`src/hw/rtl/assert_macros.svh`:
```
// Assertion helpers shared by the RTL. Both compile to nothing under SYNTHESIS.
`ifndef ASSERT_MACROS_SVH
`define ASSERT_MACROS_SVH
`ifndef SYNTHESIS
// Same-cycle implication: cons must hold whenever ante holds.
`define ASSERT_IMPLIES(label, clk, rst_n, ante, cons) \
	label: assert property (@(posedge clk) disable iff (!rst_n) (ante) |-> (cons)) \
		else $error("assertion failed: same-cycle implication");
// Next-cycle implication: cons must hold in the cycle after ante.
`define ASSERT_NEXT(label, clk, rst_n, ante, cons) \
	label: assert property (@(posedge clk) disable iff (!rst_n) (ante) |=> (cons)) \
		else $error("assertion failed: next-cycle implication");
`else
`define ASSERT_IMPLIES(label, clk, rst_n, ante, cons)
`define ASSERT_NEXT(label, clk, rst_n, ante, cons)
`endif
`endif

```
`src/hw/rtl/pfdr_pkg.sv`:
```
package pfdr_pkg;

	typedef enum logic [1:0] {
		CMD_TICK  = 2'd0,
		CMD_START = 2'd1,
		CMD_STOP  = 2'd2
	} cmd_t;

	typedef enum logic [1:0] {
		ST_OFF   = 2'd0,
		ST_RUN   = 2'd1,
		ST_FAULT = 2'd2
	} pump_st_t;

	typedef enum logic [3:0] {
		EV_NONE      = 4'd0,
		EV_STARTED   = 4'd1,
		EV_ALREADY   = 4'd2,
		EV_REFUSED   = 4'd3,
		EV_BLOCKED   = 4'd4,
		EV_STOPPED   = 4'd5,
		EV_STOP_FULL = 4'd6,
		EV_MAX_RUN   = 4'd7,
		EV_DRY_RUN   = 4'd8
	} event_t;

	typedef enum logic [1:0] {
		CFG_AUTO_MODE       = 2'd0,
		CFG_MAX_RUN         = 2'd1,
		CFG_CHECK_INTERVAL  = 2'd2,
		CFG_DRY_RUN_TIMEOUT = 2'd3
	} cfg_idx_t;

	typedef struct packed {
		logic [1:0] cmd;
		logic       tank_full;
		logic       tank_empty;
	} in_item_t;

	typedef struct packed {
		logic        pump_on;
		logic [1:0]  pump_mode_state;
		logic [3:0]  event_res;
		logic        start_ok;
		logic [31:0] run_elapsed_ms;
	} out_item_t;

	typedef struct packed {
		logic        auto_mode;
		logic [31:0] max_run_ms;
		logic [31:0] check_interval_ms;
		logic [31:0] dry_run_timeout_ms;
	} cfg_t;

	typedef struct packed {
		logic [31:0] now_ms;
		pump_st_t    status;
		logic [31:0] started_at;
		logic [31:0] last_check;
	} pump_state_t;

endpackage

```
`src/hw/rtl/pump_fill_dry_run_controller.sv`:
```
// channel   direction  handshake              payload
// in        input      in_valid / in_ready    in_data   (pfdr_pkg::in_item_t)
// out       output     out_valid / out_ready  out_data  (pfdr_pkg::out_item_t)
// cfg       input      cfg_valid / cfg_ready  cfg_index, cfg_data
//
// One item per cycle sustained while out is not stalled. An accepted transaction is held in the
// input register; the single-pass step logic then loads the result register, which drives
// out_data. Controller state advances with that move, in order.
// arst_n clears pump state, configuration and both valid flags; no clearing pass.
// A stall on out holds both registers; in_ready stays high while the input register is
// empty or draining that cycle.
`include "assert_macros.svh"

module pump_fill_dry_run_controller (
	input  logic                clk,
	input  logic                arst_n,
	input  logic                in_valid,
	output logic                in_ready,
	input  pfdr_pkg::in_item_t  in_data,
	output logic                out_valid,
	input  logic                out_ready,
	output pfdr_pkg::out_item_t out_data,
	input  logic                cfg_valid,
	output logic                cfg_ready,
	input  logic [1:0]          cfg_index,
	input  logic [31:0]         cfg_data
);

	pfdr_pkg::cfg_t        cfg;
	pfdr_pkg::pump_state_t state_q;
	pfdr_pkg::pump_state_t state_d;
	pfdr_pkg::in_item_t    item_s1;
	logic                  valid_s1;
	pfdr_pkg::out_item_t   result;
	pfdr_pkg::out_item_t   out_q;
	logic                  out_valid_q;
	logic                  s1_fire;
	logic                  in_fire;
	logic                  out_is_run;
	logic                  out_off;
	logic                  out_ok_event;

	// Accept configuration at any time; the host must write only while nothing is in flight (not enforced here).
	assign cfg_ready = 1'b1;

	pfdr_cfg u_cfg (
		.clk      (clk),
		.arst_n   (arst_n),
		.wr_en    (cfg_valid),
		.wr_index (cfg_index),
		.wr_data  (cfg_data),
		.cfg      (cfg)
	);

	// Advance the input register whenever the result register is free or draining.
	assign s1_fire  = valid_s1 && (!out_valid_q || out_ready);
	assign in_ready = !valid_s1 || s1_fire;
	assign in_fire  = in_valid && in_ready;

	pfdr_step u_step (
		.cfg     (cfg),
		.state_q (state_q),
		.item    (item_s1),
		.state_d (state_d),
		.result  (result)
	);

	// Hold the accepted transaction in the input register.
	always_ff @(posedge clk or negedge arst_n) begin
		if (!arst_n) begin
			valid_s1 <= 1'b0;
		end else if (in_fire) begin
			valid_s1 <= 1'b1;
		end else if (s1_fire) begin
			valid_s1 <= 1'b0;
		end
	end

	always_ff @(posedge clk) begin
		if (in_fire) begin
			item_s1 <= in_data;
		end
	end

	// Commit controller state only as the item moves into the result register.
	always_ff @(posedge clk or negedge arst_n) begin
		if (!arst_n) begin
			state_q.now_ms     <= '0;
			state_q.status     <= pfdr_pkg::ST_OFF;
			state_q.started_at <= '0;
			state_q.last_check <= '0;
		end else if (s1_fire) begin
			state_q <= state_d;
		end
	end

	// Result register: load on advance, drop once the consumer takes it.
	always_ff @(posedge clk or negedge arst_n) begin
		if (!arst_n) begin
			out_valid_q <= 1'b0;
		end else if (s1_fire) begin
			out_valid_q <= 1'b1;
		end else if (out_ready) begin
			out_valid_q <= 1'b0;
		end
	end

	always_ff @(posedge clk) begin
		if (s1_fire) begin
			out_q <= result;
		end
	end

	assign out_valid = out_valid_q;
	assign out_data  = out_q;

	assign out_is_run   = (out_q.pump_mode_state == pfdr_pkg::ST_RUN);
	assign out_off      = out_valid_q && !out_q.pump_on;
	assign out_ok_event = (out_q.event_res == pfdr_pkg::EV_STARTED) ||
		(out_q.event_res == pfdr_pkg::EV_ALREADY);

	`ASSERT_NEXT(a_adv_loads_out, clk, arst_n, s1_fire, out_valid_q)
	`ASSERT_IMPLIES(a_drive_matches_state, clk, arst_n, out_valid_q, out_q.pump_on == out_is_run)
	`ASSERT_IMPLIES(a_elapsed_zero_when_idle, clk, arst_n, out_off, out_q.run_elapsed_ms == '0)
	`ASSERT_IMPLIES(a_start_ok_event, clk, arst_n, out_valid_q && out_q.start_ok, out_ok_event)

endmodule

```
`src/hw/rtl/pfdr_cfg.sv`:
```
module pfdr_cfg (
	input  logic                clk,
	input  logic                arst_n,
	input  logic                wr_en,
	input  logic [1:0]          wr_index,
	input  logic [31:0]         wr_data,
	output pfdr_pkg::cfg_t      cfg
);

	pfdr_pkg::cfg_t cfg_q;

	always_ff @(posedge clk or negedge arst_n) begin
		if (!arst_n) begin
			cfg_q <= '0;
		end else if (wr_en) begin
			unique case (pfdr_pkg::cfg_idx_t'(wr_index))
				pfdr_pkg::CFG_AUTO_MODE: begin
					cfg_q.auto_mode <= wr_data[0];
				end
				pfdr_pkg::CFG_MAX_RUN: begin
					cfg_q.max_run_ms <= wr_data;
				end
				pfdr_pkg::CFG_CHECK_INTERVAL: begin
					cfg_q.check_interval_ms <= wr_data;
				end
				pfdr_pkg::CFG_DRY_RUN_TIMEOUT: begin
					cfg_q.dry_run_timeout_ms <= wr_data;
				end
				default: begin
					cfg_q <= cfg_q;
				end
			endcase
		end
	end

	assign cfg = cfg_q;

endmodule

```
`src/hw/rtl/pfdr_step.sv`:
```
module pfdr_step (
	input  pfdr_pkg::cfg_t        cfg,
	input  pfdr_pkg::pump_state_t state_q,
	input  pfdr_pkg::in_item_t    item,
	output pfdr_pkg::pump_state_t state_d,
	output pfdr_pkg::out_item_t   result
);

	logic [31:0]       now_nx;
	logic [31:0]       elapsed;
	logic [31:0]       since_check;
	logic              is_tick;
	logic              due;
	logic              began;
	logic              ok;
	logic              running;
	pfdr_pkg::event_t  ev;

	assign is_tick     = (item.cmd == pfdr_pkg::CMD_TICK);
	assign now_nx      = state_q.now_ms + {31'd0, is_tick};
	assign elapsed     = now_nx - state_q.started_at;
	assign since_check = now_nx - state_q.last_check;
	assign due         = cfg.auto_mode && (since_check >= cfg.check_interval_ms);

	always_comb begin
		state_d = state_q;
		ev      = pfdr_pkg::EV_NONE;
		ok      = 1'b0;
		began   = 1'b0;
		unique case (item.cmd)
			pfdr_pkg::CMD_TICK: begin
				state_d.now_ms = now_nx;
				if (due) begin
					state_d.last_check = now_nx;
					if (state_q.status == pfdr_pkg::ST_RUN) begin
						if (item.tank_full) begin
							state_d.status = pfdr_pkg::ST_OFF;
							ev             = pfdr_pkg::EV_STOP_FULL;
						end else if (item.tank_empty && (cfg.dry_run_timeout_ms != '0) &&
							(elapsed >= cfg.dry_run_timeout_ms)) begin
							state_d.status = pfdr_pkg::ST_FAULT;
							ev             = pfdr_pkg::EV_DRY_RUN;
						end
					end else if (state_q.status == pfdr_pkg::ST_OFF) begin
						if (item.tank_empty && !item.tank_full) begin
							state_d.status     = pfdr_pkg::ST_RUN;
							state_d.started_at = now_nx;
							began              = 1'b1;
							ev                 = pfdr_pkg::EV_STARTED;
						end
					end
				end
				// Cutoff applies in every mode; a fresh start has zero run time.
				if ((state_d.status == pfdr_pkg::ST_RUN) && !began &&
					(cfg.max_run_ms != '0) && (elapsed >= cfg.max_run_ms)) begin
					state_d.status = pfdr_pkg::ST_OFF;
					ev             = pfdr_pkg::EV_MAX_RUN;
				end
			end
			pfdr_pkg::CMD_START: begin
				if (state_q.status == pfdr_pkg::ST_RUN) begin
					ev = pfdr_pkg::EV_ALREADY;
					ok = 1'b1;
				end else if (state_q.status == pfdr_pkg::ST_FAULT) begin
					ev = pfdr_pkg::EV_REFUSED;
				end else if (cfg.auto_mode && item.tank_full) begin
					ev = pfdr_pkg::EV_BLOCKED;
				end else begin
					state_d.status     = pfdr_pkg::ST_RUN;
					state_d.started_at = state_q.now_ms;
					began              = 1'b1;
					ev                 = pfdr_pkg::EV_STARTED;
					ok                 = 1'b1;
				end
			end
			pfdr_pkg::CMD_STOP: begin
				if (state_q.status != pfdr_pkg::ST_OFF) begin
					state_d.status = pfdr_pkg::ST_OFF;
					ev             = pfdr_pkg::EV_STOPPED;
				end
			end
			default: begin
				state_d = state_q;
			end
		endcase
	end

	assign running = (state_d.status == pfdr_pkg::ST_RUN);

	always_comb begin
		result.pump_on         = running;
		result.pump_mode_state = state_d.status;
		result.event_res       = ev;
		result.start_ok        = ok;
		result.run_elapsed_ms  = (running && !began) ? elapsed : '0;
	end

endmodule
```
`config.mk`:
```
export PLATFORM = sky130hd
export DESIGN_NAME = pump_fill_dry_run_controller
export DESIGN_NICKNAME = d
export VERILOG_FILES = /design/src/hw/rtl/pfdr_pkg.sv /design/src/hw/rtl/pump_fill_dry_run_controller.sv /design/src/hw/rtl/pfdr_cfg.sv /design/src/hw/rtl/pfdr_step.sv
export VERILOG_INCLUDE_DIRS = /design/src /design/src/hw/rtl
export SDC_FILE = /design/constraint.sdc
export NUM_CORES = 1
export LEC_CHECK = 0
export ABC_CLOCK_PERIOD_IN_PS = 7550
export BUFFER_PORTS_ARGS = -buffer_cell sky130_fd_sc_hd__buf_2
export CORE_MARGIN = 5
export CORE_UTILIZATION = 57
export DETAILED_ROUTE_END_ITERATION = 7
export PLACE_DENSITY = 0.78
export SETUP_SLACK_MARGIN = 0.15
export SLEW_MARGIN = 20
export SYNTH_ARGS = -nofsm -noshare
export SYNTH_HDL_FRONTEND = slang
export SYNTH_SLANG_ARGS = --single-unit
export TNS_END_PERCENT = 5
```
`constraint.sdc`:
```
create_clock -name clk -period 7.55 [get_ports clk]
set_input_delay 0.3775 -clock clk [delete_from_list [all_inputs] [get_ports clk]]
set_output_delay 0.3775 -clock clk [all_outputs]
set_load 0.005 [all_outputs]
```
==> run_results.csv, run 1 <==
group,metric,value,unit
run_status,run_status,"completed",
setup_path,crit_slowest_cell,"or3b_2",
routing,wire_per_inst,20.1,µm
place,postPlaceCellArea,17200,µm²
power,p_clk_frac,0.229,
timing,fmax,139,MHz
finish,area_growth,15.2,%
routing,drt_iter0_markers,1225,
synthesis,ys_warn_count,0,
finish,layout_commonest_cell,"dfrtp_1",
global_routing,grt_pass1_vias,12800,
floorplanning,rows,61,
place,dpl_worst_slack,-0.158,ns
place,portBuffers,84,
timing,setup_tns,0,ns
power,power.switching,2.36,mW
synthesis,synth_edf_count,44,
clock_network,cts_tree,"built",
floorplanning,dieArea,31800,µm²
synthesis,synth_top_family_by_area,"compound AO/OA/AOI/OAI gates",
power,seq_power_share,0.312,
setup_path,worstPathRequired,7.84,ns
routing,drt-vias-per-instance,5.99,
synthesis,muxShareOfSynthArea,0.0688,
global_routing,grt_usage,0.270,
finish,fin_area,18600,µm²
finish,layout_common_cells,"dfrtp_1, inv_1, ha_1",
setup_path,cp_common_cell,"and3_4",
flow_run,maxCapViolCount,0,
setup_path,path_delay_family,"simple AND/OR/NAND/NOR gates",
global_routing,overflow,0,
timing,rsz0062_at_grt,"no",
place,gp_congestion,0.949,
finish,multiInputGateArea,9220,µm²
power,powerDensity,328,nW/µm²
setup_path,r2r_slack,0.37,ns
floorplanning,initial_core_util,0.580,
setup_path,arrival,7.47,ns
routing,vias,13000,
clock_network,cts_root_buf,"clkbuf_16",
finish,fillers,2148,
setup_path,critPathKind,"reg -> reg",
setup_path,path_max_fanout,12,
synthesis,synth-async-reset-ratio,0.817,
power,combPwrFrac,0.459,
finish,regArea,6250,µm²
timing,setup_ws,0.368,ns
place,hpwl,32100,µm
power,ir_worst_vdd,0.178,mV
synthesis,synthXorXnorAreaFrac,0.0656,
setup_path,cp_num_buf_inv,3,
power,p_int,3.74,mW
routing,routed_wl,43600,µm
worst_hold_path,worstHoldEndpoint,"valid_s1",
floorplanning,die_x,178,µm
routing,drc,0,
synthesis,ys_seq_area_frac,0.387,
worst_hold_path,min-delay-path-class,"in -> reg",
worst_hold_path,hold_path.startpoint,"in_valid",
floorplanning,ios,86,
setup_path,critPathCaptureType,"register",
synthesis,synthSimpleGateAreaFrac,0.142,
floorplanning,core,27900,µm²
finish,nNetsFinal,1983,
synthesis,synthAdderAreaFrac,0.129,
timing,fin_skew,0.0203,ns
global_routing,grt_pass1_wl,68500,µm
clock_network,numCtsBuffers,27,
clock_network,clk_pin_slew,0.07,ns
timing,drv_slew,0,
power,sw_frac_of_total,0.387,
clock_network,clkLatencyLatePin,0.55,ns
finish,layout-drive-gt1-share,0.209,
synthesis,synth.cell_area,16200,µm²
clock_network,ctsHtreeMaxLevel,1,
clock_network,cts_max_path_buffers,3,
power,leakagePower,9.00,nW
routing,first_pass_iters,5,
timing,setup_viol,0,
synthesis,syn-instance-count,1645,
setup_path,r2r_cells,34,
setup_path,r2r_start,"item_s1[3]",
synthesis,synth_compound_area_frac,0.147,
timing,layout_worst_path_cycle_share,0.951,
synthesis,synth_flop_cell,"dfrtp_1",
synthesis,avgSynthCellArea,9.83,µm²
routing,ant_nets,0,
timing,hold_viol,0,
clock_network,clock_sinks,241,
timing,slew_headroom,0.196,
worst_hold_path,hold_path_depth,2,
finish,diodes,0,
synthesis,syn_nets,1853,
synthesis,synth_cell_types,88,
setup_path,worst_setup_path_start_kind,"register",
synthesis,ys_seq_elements,241,
global_routing,antenna_found_initial,0,
setup_path,reg2reg_to,"out_data[18]",
timing,fin_crit,7.18,ns
global_routing,grt_max_degree,131,
timing,worstMarginPinSlew,1.19,ns
setup_path,slowest_delay,0.44,ns
floorplanning,fp.dieH,178,µm
==> power by group through the flow <==
stage / combinational, mW / clock (mW) / sequential, mW
floorplan: 1.81 / 0 / 1.86
global placement: 2.45 / 0 / 1.91
detailed placement: 2.55 / 0 / 1.92
CTS: 2.63 / 1.42 / 1.90
global route: 3.11 / 1.48 / 1.94
finish: 2.80 / 1.40 / 1.90
==> cells by family after synthesis <==
| family | after synthesis |
|---|---|
| buffers and inverters | 235 |
| adders and majority gates | 165 |
| and+or+nand+nor | 418 |
| other | 1 |
| DFF | 241 |
| AOI/OAI and AO/OA | 373 |
| xor gates and xnor gates | 113 |
| muxes | 99 |
==> cells in the mapped netlist, types with 20 or more instances <==
cell	instances	share of area
dfrtp_1	197	0.30
inv_1	177	0.041
ha_1	163	0.13
a21oi_1	149	0.046
nor2_1	129	0.030
mux2_2	97	0.068
nand2_1	69	0.016
xnor2_1	67	0.036
o21ai_0	48	0.015
edfxtp_1	44	0.082
xor2_1	41	0.022
a21o_1	40	0.019
nand4_1	36	0.014
a22oi_1	30	0.014
clkbuf_1	27	0.0063
and4_1	23	0.012
nand3_1	22	0.0068
nor2b_1	22	0.0085
nor4_1	20	0.0077
==> what timing repair did <==
action / in CTS / in global routing
hold buffers: 2 / 1
resized for setup: 7 / 49
endpoints found under the hold margin: 2 / 60
pin swaps: 4 / 12
endpoints found under the setup margin: 66 / 104
cloned: 2 / 3
buffers inserted: 5 / 8
==> worst max path at each step <==
stage,depth (start not counted),startpoint,endpoint
after CTS,35,item_s1[3],state_q[43]
after floorplan,33,item_s1[3],out_data[28]
after global placement,33,item_s1[3],out_data[27]
after detailed placement,33,item_s1[3],out_data[31]
final,34,item_s1[3],out_data[18]
after global routing,35,item_s1[3],out_data[18]
==> sequential cells by signal (all words and copies together), names as in the netlist <==
register,count
state_q,98
valid_s1,1
out_data,40
u_cfg.cfg,97
out_valid,1
item_s1,4
==> metrics by stage <==
stage / hold WS, ns / total power [mW] / util / cells
3_5_place_dp: 0.490 / 4.47 / 0.617 / 2102
5_1_grt: 0.0205 / 6.53 / 0.669 / 2174
3_3_place_gp: 0.473 / 4.36 / 0.617 / 2102
4_1_cts: 0.00965 / 5.95 / 0.655 / 2161
6_report: 0.0261 / 6.11 / 0.669 / 2174
2_1_floorplan: 0.0819 / 3.67 / - / 1645
==> cell type report <==
type                    instances  area share
clock buffers                  39      0.0414
clock inverters                11     0.00927
inverters                     177      0.0357
multi-input cells            1172       0.495
flip-flops and latches        241       0.336
well taps                     378      0.0254
repair buffers                156      0.0576
==> per-layer routing <==
metal	vias to the layer above	track usage	part of all wire
li1	6130	-	-
met1	6230	0.390	0.45
met2	551	0.417	0.44
met3	109	0.0403	0.069
met4	0	0.0950	0.039
met5	-	0	0
Power figures use the tool's default switching activity.
==> run 2, diff against run 1 <==
--- a/config.mk
+++ b/config.mk
@@ -12,9 +12,11 @@
 export CORE_UTILIZATION = 57
 export DETAILED_ROUTE_END_ITERATION = 7
 export PLACE_DENSITY = 0.78
+export RECOVER_POWER = 25
 export SETUP_SLACK_MARGIN = 0.15
 export SLEW_MARGIN = 20
 export SYNTH_ARGS = -nofsm -noshare
 export SYNTH_HDL_FRONTEND = slang
+export SYNTH_HIERARCHICAL = 1
 export SYNTH_SLANG_ARGS = --single-unit
 export TNS_END_PERCENT = 5
==> run 2 against run 1 <==
  * The run now ends with capacitance limit, slew limit left
  * Combinational power is 30% higher
  * Final area is 6.0% higher
  * Sequential cell count stayed put
  * Global-route usage is 0.69 points lower
  * Sequential share of layout area is 1.9 points lower
  * Critical path depth stayed put
  * Clock skew is 0.010 ns lower
  * Utilization is 0.43 points lower
  * Count of clock-buffer cells in the layout is 1 lower
  * Wire length is 3.9% higher
  * Critical path type unchanged
  * Critical endpoint is now out_data[28]
  * Largest power group unchanged
  * Highest routed layer unchanged
==> run_results.csv, run 2 <==
group,metric,value,unit
run_status,run_status,"finished, violations left",
run_status,violations,"capacitance limit, slew limit",
timing,setup_ws,0.353,ns
timing,hold_viol,0,
timing,slew_headroom,-1.83,
routing,drt-vias-per-instance,6.04,
place,hpwl,32500,µm
timing,rsz0062_at_grt,"yes",
timing,layout_worst_path_cycle_share,0.953,
place,gp_congestion,0.929,
power,powerDensity,343,nW/µm²
power,ir_worst_vdd,0.201,mV
global_routing,overflow,0,
floorplanning,core,29700,µm²
synthesis,ys_warn_count,6,
floorplanning,dieArea,33700,µm²
floorplanning,rows,63,
setup_path,path_max_fanout,16,
floorplanning,fp.dieH,184,µm
worst_hold_path,min-delay-path-class,"in -> reg",
finish,layout-drive-gt1-share,0.247,
timing,fmax,139,MHz
clock_network,clk_pin_slew,0.06,ns
synthesis,ys_seq_elements,241,
place,portBuffers,84,
routing,vias,13900,
setup_path,arrival,7.60,ns
synthesis,avgSynthCellArea,9.59,µm²
clock_network,cts_root_buf,"clkbuf_16",
routing,first_pass_iters,5,
place,dpl_worst_slack,-0.101,ns
routing,drt_iter0_markers,1319,
routing,drc,0,
place,postPlaceCellArea,18000,µm²
timing,drv_slew,156,
synthesis,synth.area.top_cells,"dfrtp_1, mux2_2, ha_1",
setup_path,critPathCaptureType,"register",
timing,setup_viol,0,
synthesis,synth.most_common_cell,"dfrtp_1",
finish,largest_reg_flops,98,
synthesis,synth-async-reset-ratio,0.817,
routing,ant_nets,0,
setup_path,worstPathRequired,7.96,ns
routing,wire_per_inst,19.7,µm
flow_run,maxCapViolCount,3,
finish,nNetsFinal,2092,
synthesis,syn-instance-count,1790,
finish,fin_area,19700,µm²
timing,fin_skew,0.0100,ns
global_routing,antenna_found_initial,1,
synthesis,synth.cell_area,17200,µm²
power,leakagePower,9.40,nW
setup_path,critPathKind,"reg -> reg",
setup_path,worst_setup_path_start_kind,"register",
finish,fillers,2304,
clock_network,clkLatencyLatePin,0.54,ns
global_routing,grt_pass1_wl,72200,µm
routing,routed_wl,45300,µm
floorplanning,die_x,184,µm
floorplanning,initial_core_util,0.578,
finish,layout_common_cells,"dfrtp_1, inv_1, mux2_2",
clock_network,cts_max_path_buffers,3,
finish,regArea,6250,µm²
clock_network,ctsHtreeMaxLevel,1,
clock_network,clock_sinks,241,
setup_path,crit_slowest_cell,"ha_2",
global_routing,grt_pass1_vias,13600,
finish,regMostFlops,"state_q",
timing,worstMarginPinSlew,4.25,ns
synthesis,syn_nets,1999,
finish,multiInputGateArea,10400,µm²
finish,area_growth,15.0,%
global_routing,grt_usage,0.263,
synthesis,synth_common_cells,"dfrtp_1, inv_1, mux2_2",
synthesis,ys_seq_area_frac,0.364,
setup_path,slowest_delay,0.42,ns
timing,fin_crit,7.20,ns
synthesis,synth_edf_count,44,
finish,layout_commonest_cell,"dfrtp_1",
clock_network,cts_tree,"built",
global_routing,grt_max_degree,121,
synthesis,yosysTopAreaCellShare,0.287,
clock_network,numCtsBuffers,28,
synthesis,synth_cell_types,74,
synthesis,synth_flop_cell,"dfrtp_1",
floorplanning,ios,86,
synthesis,synth_top_area_cell,"dfrtp_1",
-- run 2: logic make-up after synthesis --
group / Yosys count / synth area share
flip-flops: 241 / 0.364
AO/OA/AOI/OAI: 374 / 0.137
AND/OR/NAND/NOR: 431 / 0.125
adder cells (fa/ha/maj): 166 / 0.122
XOR/XNOR: 112 / 0.0571
multiplexers: 197 / 0.131
buffers and inverters: 268 / 0.0645
other: 1 / 0.000218
-- run 2: worst max-delay path, delay by kind of cell (launching register included) --
| family | cells | cell delay (ns) |
|---|---|---|
| simple gates | 11 | 2.16 |
| xor+xnor | 1 | 0.14 |
| fa+ha+maj | 4 | 0.94 |
| buf+inv | 5 | 0.73 |
| compound gates | 13 | 2.71 |
| flops | 1 | 0.37 |
-- run 2: path summary, 6_finish.rpt --
path                       slack [ns]  cells after the start             to         from
max reg2reg                      0.35                     34   out_data[28]   item_s1[2]
min in group asynchronous        0.82                      2  u_cfg/cfg[28]       arst_n
min                              0.03                      1     item_s1[2]   in_data[2]
max                              0.35                     34   out_data[28]   item_s1[2]
min reg2reg                      0.50                      1    state_q[36]  state_q[36]
max in group asynchronous        1.63                      3    state_q[75]       arst_n
-- run 2: power breakdown --
part	total [mW]	switching (mW)	internal (mW)	leakage, nW
combinational	3.63	2.02	1.61	5.95
clock	1.42	0.565	0.860	0.487
sequential	1.72	0.148	1.57	2.96
total	6.77	2.74	4.04	9.40
-- run 2: per-layer routing --
layer	global-route usage	vias up	part of all wire
met5	0	-	0
met4	0.0766	0	0.034
met3	0.0299	96	0.059
met2	0.418	508	0.45
met1	0.383	6781	0.45
li1	-	6484	-
-- run 2: repair_timing --
action / 4_1_cts / 5_1_grt
resized for setup: 30 / 73
gates cloned: 1 / 0
setup buffers: 8 / 12
endpoints found under the hold margin: 3 / 29
pin swaps: 11 / 34
setup endpoints to repair: 65 / 69
hold buffers: 3 / 1
-- run 2: per-stage QoR --
stage          power, mW  instances  hold slack (ns)  TNS, ns  utilization
3_5_place_dp        5.05       2217            0.493   -0.782        0.605
6_report            6.77       2296           0.0266        0        0.664
4_1_cts             6.61       2281          0.00150        0        0.648
3_3_place_gp        4.91       2217            0.486        0        0.605
5_1_grt             7.25       2295          0.00624        0        0.664
2_1_floorplan       4.05       1790           0.0819        0            -
-- run 2: final cells by class --
type | count | area share
diodes | 1 | 0.000127
repair buffers | 136 | 0.0439
clock inverters | 14 | 0.00564
inverters | 195 | 0.0371
clock buffers | 38 | 0.0449
flip-flops and latches | 241 | 0.317
well taps | 390 | 0.0247
multi-input cells | 1281 | 0.527
